**src/rtl/core/icv_pkg.sv**
```systemverilog
// Constants and helper functions for the IPv4 CIDR text checker.
`default_nettype none

package icv_pkg;

    // Character codes the parser recognizes.
    localparam logic [7:0] CHAR_ZERO  = 8'h30;
    localparam logic [7:0] CHAR_NINE  = 8'h39;
    localparam logic [7:0] CHAR_DOT   = 8'h2E;
    localparam logic [7:0] CHAR_SLASH = 8'h2F;

    // Limits of the address format.
    localparam logic [8:0] OCTET_MAX     = 9'd255;
    localparam logic [8:0] OCTET_SAT     = 9'd256;
    localparam logic [5:0] PREFIX_MAX    = 6'd32;
    localparam logic [5:0] PREFIX_SAT    = 6'd33;
    localparam logic [4:0] ADDR_LEN_MAX  = 5'd15;
    localparam logic [4:0] ADDR_LEN_SAT  = 5'd16;
    localparam logic [2:0] OCTET_COUNT   = 3'd4;
    localparam logic [2:0] OCTETS_SAT    = 3'd5;

    // Octet value after one more decimal digit, saturating at OCTET_SAT.
    function automatic logic [8:0] octet_shift_in(input logic [8:0] accum,
                                                  input logic [3:0] digit);
        logic [11:0] v;
        v = ({3'b000, accum} << 3) + ({3'b000, accum} << 1) + {8'h00, digit};
        return (v > {3'b000, OCTET_SAT}) ? OCTET_SAT : v[8:0];
    endfunction

    // Prefix value after one more decimal digit, saturating at PREFIX_SAT.
    function automatic logic [5:0] prefix_shift_in(input logic [5:0] accum,
                                                   input logic [3:0] digit);
        logic [8:0] v;
        v = ({3'b000, accum} << 3) + ({3'b000, accum} << 1) + {5'h00, digit};
        return (v > {3'b000, PREFIX_SAT}) ? PREFIX_SAT : v[5:0];
    endfunction

    // An octet that closes is bad if it is empty, too large, or out of place.
    // A final octet must be the fourth; an inner one must come before it.
    function automatic logic octet_close_err(input logic       seen,
                                             input logic [8:0] accum,
                                             input logic [2:0] done,
                                             input logic       is_final);
        logic bad_value;
        logic bad_place;
        bad_value = !seen || (accum > OCTET_MAX);
        bad_place = is_final ? (done != (OCTET_COUNT - 3'd1))
                             : (done >= (OCTET_COUNT - 3'd1));
        return bad_value || bad_place;
    endfunction

    // Count of closed octets, saturating at OCTETS_SAT.
    function automatic logic [2:0] octets_inc(input logic [2:0] done);
        return (done < OCTETS_SAT) ? done + 3'd1 : done;
    endfunction

endpackage

`default_nettype wire

```
**src/rtl/core/ipv4_cidr_text_validator.sv**
```systemverilog
// Top level of the IPv4 dotted-quad text checker with optional CIDR prefix.
// The last character passes from the input register into the result register,
// which then offers the result on the output channel.
// Throughput: one character per cycle; only a last character waits, and only
// while an earlier result is held in the result register by a stalled output.
// Reset (synchronous, active low) clears the parse state, the valid flags of both
// pipeline registers and the mode register, which comes up in bare-address mode.
`default_nettype none

module ipv4_cidr_text_validator (
    input  wire logic       i_clk,
    input  wire logic       i_rst_n,
    // Mode register write port
    input  wire logic       i_require_prefix_we,
    input  wire logic       i_require_prefix,
    // Character input channel
    input  wire logic       i_valid,
    output logic            o_stall,
    input  wire logic [7:0] i_char_code,
    input  wire logic       i_last_char,
    // Result output channel
    output logic            o_valid,
    input  wire logic       i_stall,
    output logic            o_is_valid
);

    // Mode register
    logic       r_require_prefix;

    // Input register
    logic       r_in_valid;
    logic [7:0] r_in_char;
    logic       r_in_last;

    // Parse state
    logic       r_in_prefix_part, n_in_prefix_part;
    logic [4:0] r_address_length, n_address_length;
    logic [8:0] r_octet_accum,    n_octet_accum;
    logic       r_octet_seen,     n_octet_seen;
    logic [2:0] r_octets_done,    n_octets_done;
    logic [5:0] r_prefix_accum,   n_prefix_accum;
    logic       r_prefix_seen,    n_prefix_seen;
    logic       r_error_seen,     n_error_seen;

    // Result register
    logic       r_out_valid;
    logic       r_out_is_valid;

    logic       advance;
    logic       in_xfer;
    logic       is_digit;
    logic [3:0] digit;

    // A character without a result always moves on; the last one needs
    // room in the result register.
    assign advance = r_in_valid && (!r_in_last || !r_out_valid || !i_stall);
    assign o_stall = r_in_valid && !advance;
    assign in_xfer = i_valid && !o_stall;

    assign is_digit = (r_in_char >= icv_pkg::CHAR_ZERO) && (r_in_char <= icv_pkg::CHAR_NINE);
    assign digit    = is_digit ? 4'(r_in_char - icv_pkg::CHAR_ZERO) : 4'd0;

    // Next parse state for the character in the input register.
    always_comb begin
        n_in_prefix_part = r_in_prefix_part;
        n_address_length = r_address_length;
        n_octet_accum    = r_octet_accum;
        n_octet_seen     = r_octet_seen;
        n_octets_done    = r_octets_done;
        n_prefix_accum   = r_prefix_accum;
        n_prefix_seen    = r_prefix_seen;
        n_error_seen     = r_error_seen;

        if (!r_in_prefix_part) begin
            if ((r_in_char == icv_pkg::CHAR_SLASH) && r_require_prefix) begin
                // The slash closes the fourth octet and opens the prefix.
                if (icv_pkg::octet_close_err(r_octet_seen, r_octet_accum,
                                             r_octets_done, 1'b1)) begin
                    n_error_seen = 1'b1;
                end
                n_octets_done    = icv_pkg::octets_inc(r_octets_done);
                n_octet_accum    = '0;
                n_octet_seen     = 1'b0;
                n_in_prefix_part = 1'b1;
            end else begin
                if (r_address_length < icv_pkg::ADDR_LEN_SAT) begin
                    n_address_length = r_address_length + 5'd1;
                end
                if (n_address_length > icv_pkg::ADDR_LEN_MAX) begin
                    n_error_seen = 1'b1;
                end
                if (is_digit) begin
                    n_octet_accum = icv_pkg::octet_shift_in(r_octet_accum, digit);
                    n_octet_seen  = 1'b1;
                end else if (r_in_char == icv_pkg::CHAR_DOT) begin
                    if (icv_pkg::octet_close_err(r_octet_seen, r_octet_accum,
                                                 r_octets_done, 1'b0)) begin
                        n_error_seen = 1'b1;
                    end
                    n_octets_done = icv_pkg::octets_inc(r_octets_done);
                    n_octet_accum = '0;
                    n_octet_seen  = 1'b0;
                end else begin
                    n_error_seen = 1'b1;
                end
            end
        end else begin
            if (is_digit) begin
                n_prefix_accum = icv_pkg::prefix_shift_in(r_prefix_accum, digit);
                n_prefix_seen  = 1'b1;
            end else begin
                n_error_seen = 1'b1;
            end
        end

        // End of string: the part reached must match the mode.
        if (r_in_last) begin
            if (!n_in_prefix_part) begin
                if (r_require_prefix) begin
                    n_error_seen = 1'b1;
                end else if (icv_pkg::octet_close_err(n_octet_seen, n_octet_accum,
                                                      n_octets_done, 1'b1)) begin
                    n_error_seen = 1'b1;
                end
            end else begin
                if (!r_require_prefix) begin
                    n_error_seen = 1'b1;
                end
                if (!n_prefix_seen || (n_prefix_accum > icv_pkg::PREFIX_MAX)) begin
                    n_error_seen = 1'b1;
                end
            end
        end
    end

    // Mode register
    always_ff @(posedge i_clk) begin
        if (!i_rst_n) begin
            r_require_prefix <= 1'b0;
        end else if (i_require_prefix_we) begin
            r_require_prefix <= i_require_prefix;
        end
    end

    // Input register
    always_ff @(posedge i_clk) begin
        if (!i_rst_n) begin
            r_in_valid <= 1'b0;
        end else if (in_xfer) begin
            r_in_valid <= 1'b1;
        end else if (advance) begin
            r_in_valid <= 1'b0;
        end
    end

    always_ff @(posedge i_clk) begin
        if (in_xfer) begin
            r_in_char <= i_char_code;
            r_in_last <= i_last_char;
        end
    end

    // Parse state: updated per character, cleared after each result.
    always_ff @(posedge i_clk) begin
        if (!i_rst_n || (advance && r_in_last)) begin
            r_in_prefix_part <= 1'b0;
            r_address_length <= '0;
            r_octet_accum    <= '0;
            r_octet_seen     <= 1'b0;
            r_octets_done    <= '0;
            r_prefix_accum   <= '0;
            r_prefix_seen    <= 1'b0;
            r_error_seen     <= 1'b0;
        end else if (advance) begin
            r_in_prefix_part <= n_in_prefix_part;
            r_address_length <= n_address_length;
            r_octet_accum    <= n_octet_accum;
            r_octet_seen     <= n_octet_seen;
            r_octets_done    <= n_octets_done;
            r_prefix_accum   <= n_prefix_accum;
            r_prefix_seen    <= n_prefix_seen;
            r_error_seen     <= n_error_seen;
        end
    end

    // Result register
    always_ff @(posedge i_clk) begin
        if (!i_rst_n) begin
            r_out_valid <= 1'b0;
        end else if (advance && r_in_last) begin
            r_out_valid <= 1'b1;
        end else if (!i_stall) begin
            r_out_valid <= 1'b0;
        end
    end

    always_ff @(posedge i_clk) begin
        if (advance && r_in_last) begin
            r_out_is_valid <= !n_error_seen;
        end
    end

    assign o_valid    = r_out_valid;
    assign o_is_valid = r_out_is_valid;

`ifndef ASSERT_OFF
    // Saturating counters never pass their ceilings.
    a_sat_limits: assert property (@(posedge i_clk) disable iff (!i_rst_n)
        (r_octet_accum <= icv_pkg::OCTET_SAT) && (r_prefix_accum <= icv_pkg::PREFIX_SAT)
        && (r_octets_done <= icv_pkg::OCTETS_SAT)
        && (r_address_length <= icv_pkg::ADDR_LEN_SAT))
        else $error("parse counter beyond its saturation value");

    // The end of a string leaves the parse state clear for the next one.
    a_clear_after_last: assert property (@(posedge i_clk) disable iff (!i_rst_n)
        (advance && r_in_last) |=> (!r_in_prefix_part && (r_octets_done == 3'd0)
        && !r_error_seen && (r_address_length == 5'd0)))
        else $error("parse state not cleared after a result");

    // A final character is taken in only when the result register has room.
    a_no_overwrite: assert property (@(posedge i_clk) disable iff (!i_rst_n)
        (r_out_valid && i_stall && r_in_valid && r_in_last) |=> $stable(r_out_is_valid))
        else $error("pending result overwritten");

    // The prefix part is only ever entered from the address part at a slash.
    a_prefix_entry: assert property (@(posedge i_clk) disable iff (!i_rst_n)
        $rose(r_in_prefix_part) |-> ($past(r_in_char) == icv_pkg::CHAR_SLASH))
        else $error("prefix part entered without a slash");
`endif

endmodule

`default_nettype wire

```
**config.mk**
```make
export PLATFORM = sky130hd
export DESIGN_NAME = ipv4_cidr_text_validator
export DESIGN_NICKNAME = d
export VERILOG_FILES = /design/src/rtl/core/icv_pkg.sv /design/src/rtl/core/ipv4_cidr_text_validator.sv
export SDC_FILE = /design/constraint.sdc
export NUM_CORES = 1
export LEC_CHECK = 0
export BUFFER_PORTS_ARGS = -buffer_cell sky130_fd_sc_hd__buf_2
export CAP_MARGIN = 40
export CELL_PAD_IN_SITES_DETAIL_PLACEMENT = 0
export CELL_PAD_IN_SITES_GLOBAL_PLACEMENT = 1
export CORE_MARGIN = 2
export CORE_UTILIZATION = 51
export DETAILED_ROUTE_END_ITERATION = 8
export PLACE_DENSITY_LB_ADDON = 0.12
export SLEW_MARGIN = 20
export SYNTH_ARGS = -nofsm -noshare
export SYNTH_HDL_FRONTEND = slang
export SYNTH_SLANG_ARGS = --single-unit
export TNS_END_PERCENT = 50
```
**constraint.sdc**
```tcl
create_clock -name i_clk -period 5.5 [get_ports i_clk]
set_input_delay 0.55 -clock i_clk [delete_from_list [all_inputs] [get_ports i_clk]]
set_output_delay 0.55 -clock i_clk [all_outputs]
set_load 0.05 [all_outputs]
```
* Word-level counts from Yosys, hierarchy flattened
Cells that the tools add are included.
** Storage, ports and cells
- Register bits :: 40
- Bits in latches :: 0
- Memory bits (writable) :: 0
- ROM bits :: 0
- Input port bits :: 15
- Word-level logic and storage cells :: 109
- Memories :: 0
** Cells by class
- $add $sub $neg :: 7
- Multiply operators :: 0
- Div/mod/pow operators :: 0
- Order comparisons :: 11
- Eq/ne operators :: 5
- Shift-type cells :: 0
- Multiplexer cells :: 43
- Bitwise gates (word level) :: 2
- Reductions and logical operators :: 27
** Operators by type and width (number)
- 9-bit two-way mux :: 5
- 1-bit two-way mux :: 26
- 9-bit by 8-bit greater-than comparator with 1-bit output, second input constant :: 2
- 6-bit two-way mux :: 3
- 8-bit by 6-bit equality test with 1-bit output, second input constant :: 2
- 3-bit two-way mux :: 5
- 5-bit two-way mux :: 3
- 12-bit by 10-bit adder with 12-bit output :: 1
- 12-bit by 4-bit adder with 12-bit output :: 1
- 12-bit by 9-bit greater-than comparator with 1-bit output, second input constant :: 1
- 1-bit zero test :: 10
- 9-bit by 4-bit adder with 9-bit output :: 1
- 9-bit by 7-bit adder with 9-bit output :: 1
- 9-bit by 6-bit greater-than comparator with 1-bit output, second input constant :: 1
- 1-bit logical OR :: 9
- 8-bit by 6-bit >= comparator with 1-bit output, second input constant :: 1
- 8-bit by 6-bit less-or-equal comparator with 1-bit output, second input constant :: 1
- 6-bit greater-than comparator, second input constant :: 1
- 1-bit logical AND :: 6
- 3-bit by 2-bit != test with 1-bit output, second input constant :: 2
- 5-bit by 1-bit adder with 5-bit output, second input constant :: 1
- 5-bit by 4-bit greater-than comparator with 1-bit output, second input constant :: 1
- 5-bit < comparator, second input constant :: 1
- 4-bit two-way mux :: 1
- other kinds (8) :: 9

* Longest topological paths before layout
Gate-level depths: netlist of the first run.
- Depth in word-level cells :: 17
- Gate-level depth with buffers :: 14
- Depth with buffers taken out :: 13

* Worst setup path before layout of the first run
Ideal clock, no wire load.
- Kind :: reg2reg
- Start :: reg r_in_char[6]
- End :: reg r_octet_accum[5]
- Library setup time :: 0.069 ns
- Data arrival time :: 3.656 ns
- Data required time :: 5.431 ns
- Slack :: 1.775 ns
- Stages on the path, launching flop included :: 15
- Buffers on the path :: 1
- Clock period less this slack :: 3.725 ns
- Path through :: edfxtp_1 nor3b_4 and3_1 buf_2 nand2_1 fa_1 inv_1 fa_1 a211oi_2 o21bai_1 o311a_1 nor2_2 xnor2_1 or4_1 o21ai_1
** On the way
- Cells in the longest elaborated chain, start to end :: 9
** Ends and longest elaborated chain
- start: declaration :: RTL line ipv4_cidr_text_validator.sv:32 : logic [7:0] r_in_char;
- start signal: assignment :: RTL line ipv4_cidr_text_validator.sv:158 : r_in_char <= i_char_code;
- 8-bit by 6-bit >= comparator with 1-bit output / 8-bit by 6-bit less-or-equal comparator with 1-bit output (equally long branches) :: RTL line ipv4_cidr_text_validator.sv:60 : assign is_digit = (r_in_char >= icv_pkg::CHAR_ZERO) && (r_in_char <= icv_pkg::CHAR_NINE);
- 1-bit logical AND :: RTL line ipv4_cidr_text_validator.sv:60
- 4-bit two-way mux :: RTL line ipv4_cidr_text_validator.sv:61 : assign digit = is_digit ? 4'(r_in_char - icv_pkg::CHAR_ZERO) : 4'd0;
- 12-bit by 4-bit adder with 12-bit output :: RTL line icv_pkg.sv:26 : v = ({3'b000, accum} << 3) + ({3'b000, accum} << 1) + {8'h00, digit};
- 12-bit by 9-bit greater-than comparator with 1-bit output :: RTL line icv_pkg.sv:27 : return (v > {3'b000, OCTET_SAT}) ? OCTET_SAT : v[8:0];
- 9-bit two-way mux :: RTL line icv_pkg.sv:27
- 9-bit two-way mux :: RTL line ipv4_cidr_text_validator.sv:92 : if (is_digit) begin
- 9-bit two-way mux * :: RTL line ipv4_cidr_text_validator.sv:75 : if ((r_in_char == icv_pkg::CHAR_SLASH) && r_require_prefix) begin
- 9-bit two-way mux * :: RTL line ipv4_cidr_text_validator.sv:74 : if (!r_in_prefix_part) begin
- end signal: assignment :: RTL line ipv4_cidr_text_validator.sv:177 : r_octet_accum <= n_octet_accum;
- end: declaration :: RTL line ipv4_cidr_text_validator.sv:38 : logic [8:0] r_octet_accum, n_octet_accum;
Every way passes the cells marked *; elsewhere a longest branch is shown, timed or not.
A chain may end at the register's enable or synchronous reset.

* Worst setup path after layout of the first run
- Start :: reg r_in_char[6]
- End :: reg r_error_seen
** On the way
- Cells in the longest elaborated chain, start to end :: 16
** Ends and longest elaborated chain
- 8-bit by 6-bit >= comparator with 1-bit output / 8-bit by 6-bit less-or-equal comparator with 1-bit output (equally long branches) :: RTL line ipv4_cidr_text_validator.sv:60
- 1-bit logical AND :: RTL line ipv4_cidr_text_validator.sv:60
- 4-bit two-way mux :: RTL line ipv4_cidr_text_validator.sv:61
- 12-bit by 4-bit adder with 12-bit output :: RTL line icv_pkg.sv:26
- 12-bit by 9-bit greater-than comparator with 1-bit output :: RTL line icv_pkg.sv:27
- 9-bit two-way mux :: RTL line icv_pkg.sv:27
- 9-bit two-way mux :: RTL line ipv4_cidr_text_validator.sv:92
- 9-bit two-way mux :: RTL line ipv4_cidr_text_validator.sv:75
- 9-bit two-way mux :: RTL line ipv4_cidr_text_validator.sv:74
- 9-bit by 8-bit greater-than comparator with 1-bit output :: RTL line icv_pkg.sv:46 : bad_value = !seen || (accum > OCTET_MAX);
- 1-bit logical OR :: RTL line icv_pkg.sv:46
- 1-bit logical OR :: RTL line icv_pkg.sv:49 : return bad_value || bad_place;
- 1-bit two-way mux :: RTL line ipv4_cidr_text_validator.sv:121 : end else if (icv_pkg::octet_close_err(n_octet_seen, n_octet_accum,
- 1-bit two-way mux :: RTL line ipv4_cidr_text_validator.sv:119 : if (r_require_prefix) begin
- 1-bit two-way mux :: RTL line ipv4_cidr_text_validator.sv:118 : if (!n_in_prefix_part) begin
- 1-bit two-way mux * :: RTL line ipv4_cidr_text_validator.sv:117 : if (r_in_last) begin
- end signal: assignment :: RTL line ipv4_cidr_text_validator.sv:182 : r_error_seen <= n_error_seen;
- end: declaration :: RTL line ipv4_cidr_text_validator.sv:43 : logic r_error_seen, n_error_seen;
Marked as above.

==> results of run 1 <==
## metrics by stage
step                      util, %  cells  instance area (µm²)  total power [W]
after floorplan                 -    279                 2650         0.000342
after global placement       55.8    363                 2810         0.000355
after detailed placement     55.8    363                 2810         0.000356
after CTS                    57.4    371                 2900         0.000549
after global routing         57.6    372                 2900         0.000565
final                        57.6    372                 2900         0.000547
## cell usage in the layout (no fill, tap or decap), types with 5 or more instances in the layout
cell / n
nand2_1: 26
edfxtp_1: 10
nand3_1: 7
inv_1: 11
a21oi_1: 11
nand2b_1: 6
a22o_1: 6
nor2_1: 24
dfxtp_1: 30
ha_1: 31
xor2_1: 6
nand4_1: 6
clkbuf_8: 5
o21ai_0: 7
nor3_1: 7
buf_2: 17
## flip-flops by register name, summed over array words and instances (netlist names)
name,count
r_prefix_seen,1
o_is_valid,1
r_octets_done,3
o_valid,1
r_octet_accum,9
r_error_seen,1
r_octet_seen,1
r_prefix_accum,6
r_in_valid,1
r_in_prefix_part,1
r_in_char,8
r_require_prefix,1
r_address_length,5
r_in_last,1
## logic make-up (layout without fill, tap and decap cells)
logic type                 after synthesis  in the layout  share of synthesized area, %
buffers and inverters                   15             38                          2.17
and+or+nand+nor                        103            103                          20.7
DFF                                     40             40                          34.0
muxes                                    2              2                         0.756
adders and majority gates               35             35                          17.7
xor gates and xnor gates                 9              9                          2.98
AOI/OAI and AO/OA                       75             75                          21.7
## report_power, final
part           leakage, nW  internal (W)  switching, W
registers            0.339      0.000308    0.00000629
logic                0.923     0.0000138     0.0000218
clock network       0.0412     0.0000888      0.000108
total                 1.30      0.000411      0.000136
## cell type report
type	count	area, µm²
multi-input combinational	224	1690
tap	70	87.6
fill	463	2140
clock inverter	2	12.5
sequential	40	901
inverter	11	41.3
timing repair buffer	19	100
clock buffer	6	72.6
## routing by layer
layer / vias up / wire [µm] / global-route usage (%)
li1: 1109 / - / -
met1: 1043 / 2780 / 28.0
met2: 43 / 2760 / 36.1
met3: 4 / 200 / 3.44
met4: 0 / 53 / 6.00
met5: - / 0 / 0
## critical path: stages (launching register included)
cell and delay, ns:
edfxtp_1 0.43, nor3b_4 0.29, and3_1 0.48, nand2_1 0.19, inv_1 0.12, fa_1 0.46, fa_1 0.48, xor2_1 0.18
or4_1 0.45, nor2_1 0.11, o2111a_1 0.17, nand4_1 0.10, a311o_1 0.38, o221a_1 0.20
## path summary, 6_finish.rpt
kind	start	to	depth (start not counted)
max	r_in_char[6]	r_error_seen	13
min reg2reg	r_prefix_seen	r_prefix_seen	2
max reg2reg	r_in_char[6]	r_error_seen	13
min	i_last_char	r_in_last	1
==> flow_metrics.py, run 1 <==
metrics = {
    "routing": {
        "drt_iter0_drc": 69,
        "wl_um": 5790,
        "drcViolationCount": 0,
        "firstDrtPassIters": 5,
        "vias_per_cell": 5.91,
        "postRouteAntennaNets": 0,
        "drt-wirelength-per-cell_um": 15.6,
        "vias": 2199,
    },
    "global_routing": {
        "grt_usage_pct": 21.2,
        "grt-ovfl-total": 0,
        "antenna_found_initial": 0,
        "grt_max_degree": 15,
        "grt_pass1_wl_um": 10000,
        "grt_pass1_vias": 2212,
    },
    "timing": {
        "slew_headroom_pct": 54.2,
        "max_freq_mhz": 241,
        "skew_ns": 0.0119,
        "hold_viol": 0,
        "rsz0062_at_grt": "false",
        "tightest_slew_ns": 0.686,
        "fin_crit_ns": 4.16,
        "period_share_pct": 75.6,
        "worst_slack_ns": 1.34,
        "worst_hold_slack_ns": 0.427,
        "setup-violations-final": 0,
        "fin_setup_tns_ns": 0,
        "finalMaxSlewViolations": 0,
    },
    "run": {
        "drv_cap": 0,
    },
    "synthesis": {
        "netlist_area_um2": 2650,
        "yosysMostFrequentCell": "ha_1",
        "synth.avg_cell_area_um2": 9.49,
        "ys_warn_count": 0,
        "synth-main-ff-cell": "dfxtp_1",
        "synth.top_cell.area_share_pct": 22.7,
        "syn_inst": 279,
        "synth-edff-count": 10,
        "synth.top_cells.by_count": "ha_1, dfxtp_1, nand2_1, nor2_1",
        "ys_types": 64,
        "ys_async_sr_fraction_pct": 0,
        "yosysTopAreaCell": "dfxtp_1",
        "yosysSeqAreaShare_pct": 34.0,
        "synth_area_leaders": "dfxtp_1, ha_1, edfxtp_1",
        "synth_fp_nets": 329,
        "synth_seq_cells": 40,
    },
    "pwr": {
        "p_per_area_nw_per_um2": 188,
        "p_leak_nw": 1.30,
        "vdd_drop_max_uv": 133,
    },
    "clock_tree": {
        "cts_buffers": 5,
        "ctsResizeCount": 0,
        "cts_hold_buf": 0,
        "cts_tree": "yes",
        "clk_pin_slew_ns": 0.08,
        "clockBufferDepth": 2,
        "cts.sinks": 40,
        "post_cts_buffers": 0,
        "h-tree-depth": 2,
        "clock-root-buffer": "clkbuf_8",
        "clk_latency_ns": 0.30,
    },
    "place": {
        "gp_congestion": 0.853,
        "post-place-ws_ns": 1.34,
        "portBuffers": 17,
        "hpwl_um": 4560,
    },
    "status": {
        "status": "finished clean",
    },
    "floorplan": {
        "ios": 18,
        "die_area_um2": 5780,
        "coreArea_um2": 5040,
        "start_util_pct": 52.5,
        "die_x_um": 76.1,
        "die_y_um": 76.1,
        "row_count": 26,
    },
    "worst_setup_path": {
        "rrSetupSlack_ns": 1.34,
        "crit_fanout": 13,
        "cp-end-kind": "flop",
        "worstSetupPathType": "reg -> reg",
        "start_kind": "flop",
        "critical_path_arrival_ns": 4.34,
        "required_ns": 5.68,
    },
    "layout": {
        "fin_nets": 351,
        "antenna_cells": 0,
        "drive_above_1_share_pct": 12.3,
        "syn2layout_area_growth_pct": 9.69,
    },
    "hold_path": {
        "hold_path_class": "in -> reg",
    },
}
Note: power is estimated with default switching activity, not from simulation.
==> run 2, diff against run 1 <==
Settings changed: CORE_UTILIZATION 51 to 47.
Clock period 5.5 ns to 4.11 ns, I/O delays scaled along.
==> run 2 against run 1 <==
Clock skew shrank 0.0084 ns. Utilization fell by 4.3 points. Critical path type unchanged. Largest cell class unchanged. First-iteration DRC count is 30% lower. Final cell count rose by 0.81%. Via count down 2.6%. Count of clock-buffer cells in the layout unchanged. Power rose by 32%. Largest power group unchanged. Global-route usage is 0.17 points lower. Setup slack worse by 1.0 ns. Sequential power rose by 34%. Clock power increased by 29%.
==> flow_metrics.py, run 2 (synthesis results as in run 1) <==
metrics = {
    "worst_setup_path": {
        "cp_slowest_stage_delay_ns": 0.53,
        "path_cells": "nor3b_4 > and3_1 > nand2_1 > fa_1 > inv_1 > fa_1 > a211oi_2 > o21bai_1 > o311a_1 > nor2_2 > xnor2_1 > or4_1 > o21ai_1",
        "required_ns": 4.33,
        "rr_startpoint": "r_in_char[6]",
        "crit_fanout": 6,
        "cp-startpoint": "r_in_char[6]",
        "critical_path.slowest_cell": "or4_1",
        "cp-end-kind": "flop",
        "critPathMostFrequentCell": "fa_1",
        "worstSetupPathType": "reg -> reg",
        "start_kind": "flop",
        "critical_path_arrival_ns": 4.04,
    },
    "clock_tree": {
        "cts.sinks": 40,
        "clockBufferDepth": 2,
        "clk_pin_slew_ns": 0.08,
        "ctsResizeCount": 0,
        "post_cts_buffers": 0,
        "h-tree-depth": 2,
        "cts_tree": "yes",
        "cts_hold_buf": 0,
        "clock-root-buffer": "clkbuf_8",
        "clk_latency_ns": 0.29,
        "cts_buffers": 5,
    },
    "global_routing": {
        "grt-ovfl-total": 0,
        "antenna_found_initial": 0,
        "grt_usage_pct": 21.0,
        "grt_pass1_vias": 2232,
        "grt_max_degree": 19,
        "grt_pass1_wl_um": 10400,
    },
    "routing": {
        "drt-wirelength-per-cell_um": 15.3,
        "vias": 2141,
        "vias_per_cell": 5.71,
        "firstDrtPassIters": 4,
        "postRouteAntennaNets": 0,
        "wl_um": 5720,
        "drt_iter0_drc": 48,
        "drcViolationCount": 0,
    },
    "layout": {
        "syn2layout_area_growth_pct": 10.1,
        "largest_reg_flops": 9,
        "top_regs": "r_octet_accum (9), r_in_char (8), r_prefix_accum (6)",
        "fillerInstances": 517,
        "instances_no_fill": 375,
        "utilization_pct": 53.2,
        "layout_commonest_cell": "ha_1",
        "fin_nets": 352,
        "top_register": "r_octet_accum",
        "antenna_cells": 0,
        "drive_above_1_share_pct": 12.5,
        "most-common-layout-cells": "ha_1, dfxtp_1, nand2_1, nor2_1, buf_2",
    },
    "place": {
        "hpwl_um": 4620,
        "dpl.cell_count": 367,
        "gp_congestion": 0.827,
        "portBuffers": 17,
    },
    "timing": {
        "finalMaxSlewViolations": 0,
        "skew_ns": 0.00349,
        "fin_setup_tns_ns": 0,
        "setup-violations-final": 0,
        "worst_hold_slack_ns": 0.292,
        "hold_viol": 0,
        "tightest_slew_ns": 0.721,
        "period_share_pct": 92.8,
        "max_freq_mhz": 262,
        "slew_headroom_pct": 51.7,
        "rsz0062_at_grt": "false",
        "fin_crit_ns": 3.81,
    },
    "floorplan": {
        "ios": 18,
        "die_x_um": 79.1,
        "start_util_pct": 48.4,
        "die_y_um": 79.1,
        "die_area_um2": 6250,
        "coreArea_um2": 5470,
        "row_count": 27,
    },
    "hold_path": {
        "min_from": "i_char_code[1]",
        "hold_path_class": "in -> reg",
    },
    "status": {
        "status": "finished clean",
    },
    "pwr": {
        "vdd_drop_max_uv": 172,
        "p_per_area_nw_per_um2": 248,
        "power_w": 0.000723,
        "p_leak_nw": 1.31,
    },
    "run": {
        "drv_cap": 0,
    },
}
[run 2: changes by cell type in the layout (fill, tap and decap cells not counted)]
cell      delta
clkbuf_4     -1
buf_4        +2
[run 2: where the power goes]
part | switching [W] | internal, W | total [W]
combinational | 0.0000287 | 0.0000178 | 0.0000466
sequential | 0.00000844 | 0.000413 | 0.000421
clock | 0.000137 | 0.000119 | 0.000255
[run 2: final timing paths]
check | to | slack (ns) | depth (start not counted)
setup / recovery | r_octet_accum[5] | 0.30 | 13
hold / removal | r_in_char[1] | 0.29 | 1
setup reg to reg | r_octet_accum[5] | 0.30 | 13
hold reg to reg | r_prefix_seen | 0.46 | 2
[run 2: area by class of cell]
type	count	area [µm²]	share of cell area, %
well taps	72	90.1	3.09
multi-input cells	224	1690	58.0
repair buffers	20	108	3.69
inverters	11	41.3	1.42
clock inverters	2	12.5	0.429
flip-flops and latches	40	901	30.9
clock buffers	6	72.6	2.49
[run 2: layer usage]
| layer | share of wire, % | up-vias | GRT usage (%) |
|---|---|---|---|
| met5 | 0 | - | 0 |
| met4 | 1.3 | 0 | 5.86 |
| met3 | 2.8 | 8 | 4.32 |
| met2 | 47 | 33 | 35.5 |
| met1 | 49 | 985 | 27.3 |
| li1 | - | 1115 | - |
[run 2: through the flow]
step           area, µm²  setup slack (ns)
2_1_floorplan       2650             0.385
3_3_place_gp        2830             0.366
3_5_place_dp        2830             0.307
4_1_cts             2910             0.310
5_1_grt             2910            0.0506
6_report            2910             0.295
[run 2: worst max-delay path, delay by kind of cell, from the launching register on]
kind | cells | cell delay [ns]
XOR/XNOR | 1 | 0.17
AO/OA/AOI/OAI | 4 | 0.86
buffers and inverters | 1 | 0.07
flip-flops | 1 | 0.41
AND/OR/NAND/NOR | 5 | 1.26
adder cells (fa/ha/maj) | 2 | 0.98
